`src/sv/xtea2_pkg.sv`:
```
// Shared types, constants and helper functions for the two-block XTEA cipher.
// Used by the cipher's top level and half-round module; depends on nothing.
package xtea2_pkg;

	localparam int unsigned ROUNDS_DEFAULT = 32;
	localparam logic [31:0] XT_DELTA = 32'h9E37_79B9;
	localparam int unsigned KEY_COUNT = 4;
	localparam int unsigned KEY_IDX_W = 2;

	localparam logic [KEY_IDX_W-1:0] REG_KEY_0 = 2'd0;
	localparam logic [KEY_IDX_W-1:0] REG_KEY_1 = 2'd1;
	localparam logic [KEY_IDX_W-1:0] REG_KEY_2 = 2'd2;
	localparam logic [KEY_IDX_W-1:0] REG_KEY_3 = 2'd3;

	typedef logic [KEY_COUNT-1:0][31:0] key_set_t;

	typedef struct packed {
		logic        mode;
		logic [31:0] y0;
		logic [31:0] z0;
		logic [31:0] y1;
		logic [31:0] z1;
	} blk_state_t;

	function automatic logic [31:0] mix(input logic [31:0] x);
		mix = ((x << 4) ^ (x >> 5)) + x;
	endfunction

	// Round sum after n delta steps, modulo 2^32.
	function automatic logic [31:0] sum_at(input int unsigned n);
		logic [63:0] prod;
		prod = 64'(XT_DELTA) * 64'(n);
		sum_at = prod[31:0];
	endfunction

endpackage

```
`src/sv/xtea2_half_round.sv`:
```
// One registered Feistel half-round applied to both XTEA blocks of a word.
// Depends on xtea2_pkg for the state type, key set type and mix function.
module xtea2_half_round #(
	parameter logic [31:0] SUM_ENC = 32'h0,
	parameter logic [31:0] SUM_DEC = 32'h0,
	parameter bit          HALF    = 1'b0
) (
	input  logic                  clk,
	input  logic                  arst_n,
	input  xtea2_pkg::key_set_t   keys,
	input  logic                  take,
	input  logic                  up_valid,
	input  xtea2_pkg::blk_state_t up_data,
	output logic                  valid_s1,
	output xtea2_pkg::blk_state_t data_s1
);

	localparam logic [1:0] KEY_ENC = HALF ? SUM_ENC[12:11] : SUM_ENC[1:0];
	localparam logic [1:0] KEY_DEC = HALF ? SUM_DEC[1:0] : SUM_DEC[12:11];

	logic [31:0]           t;
	logic                  upd_y;
	logic [31:0]           f0;
	logic [31:0]           f1;
	logic [31:0]           d0;
	logic [31:0]           d1;
	logic [31:0]           n0;
	logic [31:0]           n1;
	xtea2_pkg::blk_state_t nxt;

	always_comb begin
		t = up_data.mode ? (SUM_ENC + keys[KEY_ENC]) : (SUM_DEC + keys[KEY_DEC]);
		upd_y = up_data.mode ^ HALF;
		f0 = xtea2_pkg::mix(upd_y ? up_data.z0 : up_data.y0) ^ t;
		f1 = xtea2_pkg::mix(upd_y ? up_data.z1 : up_data.y1) ^ t;
		d0 = upd_y ? up_data.y0 : up_data.z0;
		d1 = upd_y ? up_data.y1 : up_data.z1;
		n0 = up_data.mode ? (d0 + f0) : (d0 - f0);
		n1 = up_data.mode ? (d1 + f1) : (d1 - f1);
		nxt = up_data;
		if (upd_y) begin
			nxt.y0 = n0;
			nxt.y1 = n1;
		end else begin
			nxt.z0 = n0;
			nxt.z1 = n1;
		end
	end

	always_ff @(posedge clk or negedge arst_n) begin
		if (!arst_n) begin
			valid_s1 <= 1'b0;
		end else if (take) begin
			valid_s1 <= up_valid;
		end
	end

	always_ff @(posedge clk) begin
		if (take && up_valid) begin
			data_s1 <= nxt;
		end
	end

endmodule

```
`config.mk`:
```
export PLATFORM = sky130hd
export DESIGN_NAME = xtea2_half_round
export DESIGN_NICKNAME = d
export VERILOG_FILES = /design/src/sv/xtea2_pkg.sv /design/src/sv/xtea2_half_round.sv
export SDC_FILE = /design/constraint.sdc
export NUM_CORES = 1
export LEC_CHECK = 0
export BUFFER_PORTS_ARGS = -buffer_cell sky130_fd_sc_hd__buf_4
export CORE_MARGIN = 3
export CORE_UTILIZATION = 51
export DETAILED_ROUTE_END_ITERATION = 16
export GPL_TIMING_DRIVEN = 0
export PLACE_DENSITY = 0.8
export SETUP_SLACK_MARGIN = 0.15
export SLEW_MARGIN = 0
export SYNTH_ARGS = -nofsm -noshare
export SYNTH_HDL_FRONTEND = slang
export SYNTH_SLANG_ARGS = --single-unit
```
`constraint.sdc`:
```
create_clock -name clk -period 0.8 [get_ports clk]
set_input_delay 0.12 -clock clk [delete_from_list [all_inputs] [get_ports clk]]
set_output_delay 0.12 -clock clk [all_outputs]
set_load 0.02 [all_outputs]
```
==> impl_metrics.csv <==
group,metric,value,unit
floorplanning,fp.coreArea,30700,um^2
sta,clock_skew,0,ns
yosys,yosys.area.top_type_share,0.243,
critical_path,crit_type,"input port to flop",
critical_path,crit_family,"compound AO/OA/AOI/OAI gates",
power_and_ir_drop,p_per_area,3080,nW/um^2
run_status,status,"complete, but fails checks",
power_and_ir_drop,power.total,73400,uW
clock_network,clkTransAtPathRegs,0.06,ns
sta,finalHoldViolations,19,
run_status,violations,"hold timing, setup timing",
drt,vias_per_cell,6.42,
grt,grt_pass1_vias,17100,
place,io_buffers,294,
yosys,synth_edf_count,129,
worst_hold_path,min_delay_path_depth,2,
critical_path,r2r_cells,1,
grt,grt_usage,0.390,
worst_hold_path,min_from,"up_valid",
critical_path,critPathMaxFanout,10,
clock_network,clk_latency,0.45,ns
drt,ant_nets,0,
power_and_ir_drop,power_leakage,0.0103,uW
cells_and_area,nets,2777,
worst_hold_path,min_path_type,"input port to flop",
grt,grt_pass1_wl,99.4,mm
clock_network,cts.sinks,130,
place,place_congestion,0.969,
drt,wl_per_cell,25.8,um
sta,finalSetupViolCount,372,
grt,antenna_found_initial,0,
yosys,synth_area_leaders,"edfxtp_1 (24%), xnor2_1 (11%), ha_1 (10%)",
yosys,ys_seq_area_frac,0.245,
worst_hold_path,worst_hold_path.endpoint,"valid_s1$_DFFE_PN0P_",
sta,max_freq,159,MHz
drt,vias,17900,
critical_path,crit_path_frequent_cell,"clkbuf_16",
yosys,netlist_area,15900,um^2
critical_path,worst_setup_path_start_kind,"input port",
clock_network,clock_path_buffers,2,
clock_network,hold_buffers,2,
drt,drc_errors,0,
grt,grt_overflow,0,
floorplanning,dieArea,33400,um^2
floorplanning,die_x,183,um
sta,worst_slack,-5.50,ns
yosys,ys_types,81,
yosys,yosysMostFrequentCell,"nand2_1",
critical_path,cp_data_arrival_time,6.50,ns
sta,timing.final.crit_share,7.87,
sta,worst_slew_pin_slew,1.36,ns
yosys,syn-num-nets,2272,
sta,slew_violations,0,
yosys,postSynthAreaPerCell,8.48,um^2
place,hpwl,48.5,mm
critical_path,r2r_end,"valid_s1$_DFFE_PN0P_",
cells_and_area,nFillCells,1940,
yosys,yosysTopAreaCell,"edfxtp_1",
critical_path,slowest_stage,"or4b_4",
critical_path,cp_slowest_stage_delay,0.56,ns
yosys,synth_seq_cells,130,
sta,timing.setup.tns,-602.07,ns
sta,period_needed,6.30,ns
floorplanning,rows,64,
clock_network,cts_tree,"done",
yosys,synthArstFlopShare,0.00769,
critical_path,r2r_slack,0.05,ns
floorplanning,die_h,183,um
yosys,syn_inst,1879,
yosys,yosys_warnings,0,
place,dpl_worst_slack,-7.66,ns
critical_path,cp_num_buf_inv,7,
clock_network,htreeDepth,4,
yosys,ys.flop_type,"edfxtp_1",
clock_network,numCtsBuffers,17,
critical_path,cp.required,1.00,ns
drt,firstDrtPassIters,6,
sta,rsz0062_at_grt,"yes",
grt,grt_max_degree,74,
critical_path,r2r_start,"valid_s1$_DFFE_PN0P_",
cells_and_area,antenna_cells,0,
cells_and_area,layout-drive-gt1-share,0.423,
drt,drt-total-wl,71.9,mm
clock_network,cts_root_buf,"clkbuf_16",
cells_and_area,area_growth,49.5,%
floorplanning,ios,391,
yosys,synthTopCellsByCount,"nand2_1 (239), xnor2_1 (206), a21oi_1 (165), edfxtp_1 (129), ha_1 (128)",
power_and_ir_drop,max-vdd-ir-drop,2340,uV
sta,whs,-0.113,ns
floorplanning,start_util,0.520,
drt,drtIter0Drc,1977,
run,drv_cap,0,
sta,slew-limit-headroom,0.0930,
critical_path,cp-end-kind,"flop",
[worst max path at each step]
stage / start / to / slack [ns] / cells past startpoint
finish: up_data[128] / data_s1[31]$_DFFE_PP_ / -5.50 / 29
global route: up_data[128] / data_s1[31]$_DFFE_PP_ / -5.60 / 29
CTS: up_data[128] / data_s1[31]$_DFFE_PP_ / -5.39 / 29
detailed placement: up_data[128] / data_s1[95]$_DFFE_PP_ / -7.66 / 31
global placement: up_data[128] / data_s1[95]$_DFFE_PP_ / -7.50 / 31
floorplan: up_data[128] / data_s1[31]$_DFFE_PP_ / -5.24 / 30
[stage by stage]
step / cells / hold slack, ns / instance area [um^2] / util
6_report: 2793 / -0.113 / 23800 / 0.777
3_5_place_dp: 2570 / -0.101 / 19100 / 0.624
2_1_floorplan: 1879 / -0.176 / 16400 / -
3_3_place_gp: 2569 / -0.105 / 19100 / 0.623
4_1_cts: 2724 / -0.0850 / 22200 / 0.723
5_1_grt: 2793 / -0.102 / 23800 / 0.777
[per-layer routing]
metal | vias up | wire (um) | track usage | share of wire
met5 | - | 0 | 0 | 0
met4 | 0 | 5300 | 0.236 | 0.074
met3 | 358 | 7640 | 0.0879 | 0.11
met2 | 1276 | 31900 | 0.613 | 0.44
met1 | 8489 | 27100 | 0.490 | 0.38
li1 | 7819 | - | - | -
[final cells by class]
| type | count | area [um^2] | area share |
|---|---|---|---|
| Multi-Input combinational cell | 1608 | 14000 | 0.588 |
| Sequential cell | 130 | 3900 | 0.164 |
| Timing Repair Buffer | 486 | 3870 | 0.163 |
| Buffer | 60 | 647 | 0.0271 |
| Tap cell | 396 | 495 | 0.0208 |
| Clock buffer | 18 | 429 | 0.0180 |
| Inverter | 81 | 312 | 0.0131 |
| Clock inverter | 14 | 164 | 0.00688 |
[where the power goes]
| part | leakage, uW | total (uW) | switching [uW] | internal, uW |
|---|---|---|---|---|
| clock network | 0.000279 | 8440 | 3560 | 4880 |
| registers | 0.00121 | 10200 | 396 | 9850 |
| logic | 0.00884 | 54800 | 29700 | 25100 |
| total | 0.0103 | 73400 | 33700 | 39800 |
[logic make-up (layout without fill, tap and decap cells)]
kind of cell	after synthesis	after routing	synth area share
flip-flops	130	130	0.245
adder cells (fa/ha/maj)	132	132	0.106
XOR/XNOR	286	286	0.166
AND/OR/NAND/NOR	588	588	0.178
AO/OA/AOI/OAI	520	520	0.214
multiplexers	82	82	0.0577
buffers and inverters	141	659	0.0337
[cell usage in the layout (no fill, tap or decap), drive strengths merged, types with 19 or more instances in the layout]
master    n
buf     501
nand2   239
xnor2   206
a21oi   165
edfxtp  129
ha      128
nor2    106
a21o     93
inv      82
o21ai    82
mux2     79
xor2     70
clkbuf   61
nor2b    50
nor3     36
nand3    30
and3     24
a31oi    22
nand2b   20
o21a     19
[flip-flops by register name, summed over array words and instances, names as in the netlist]
name / cells
data_s1: 129
valid_s1: 1
[repair_timing]
item,4_1_cts,5_1_grt
pin swaps,132,133
endpoints found under the setup margin,388,388
endpoints found under the hold margin,18,3
buffers inserted,119,69
gates cloned,1,0
resized for setup,327,223
(Power assumes the default switching activity.)
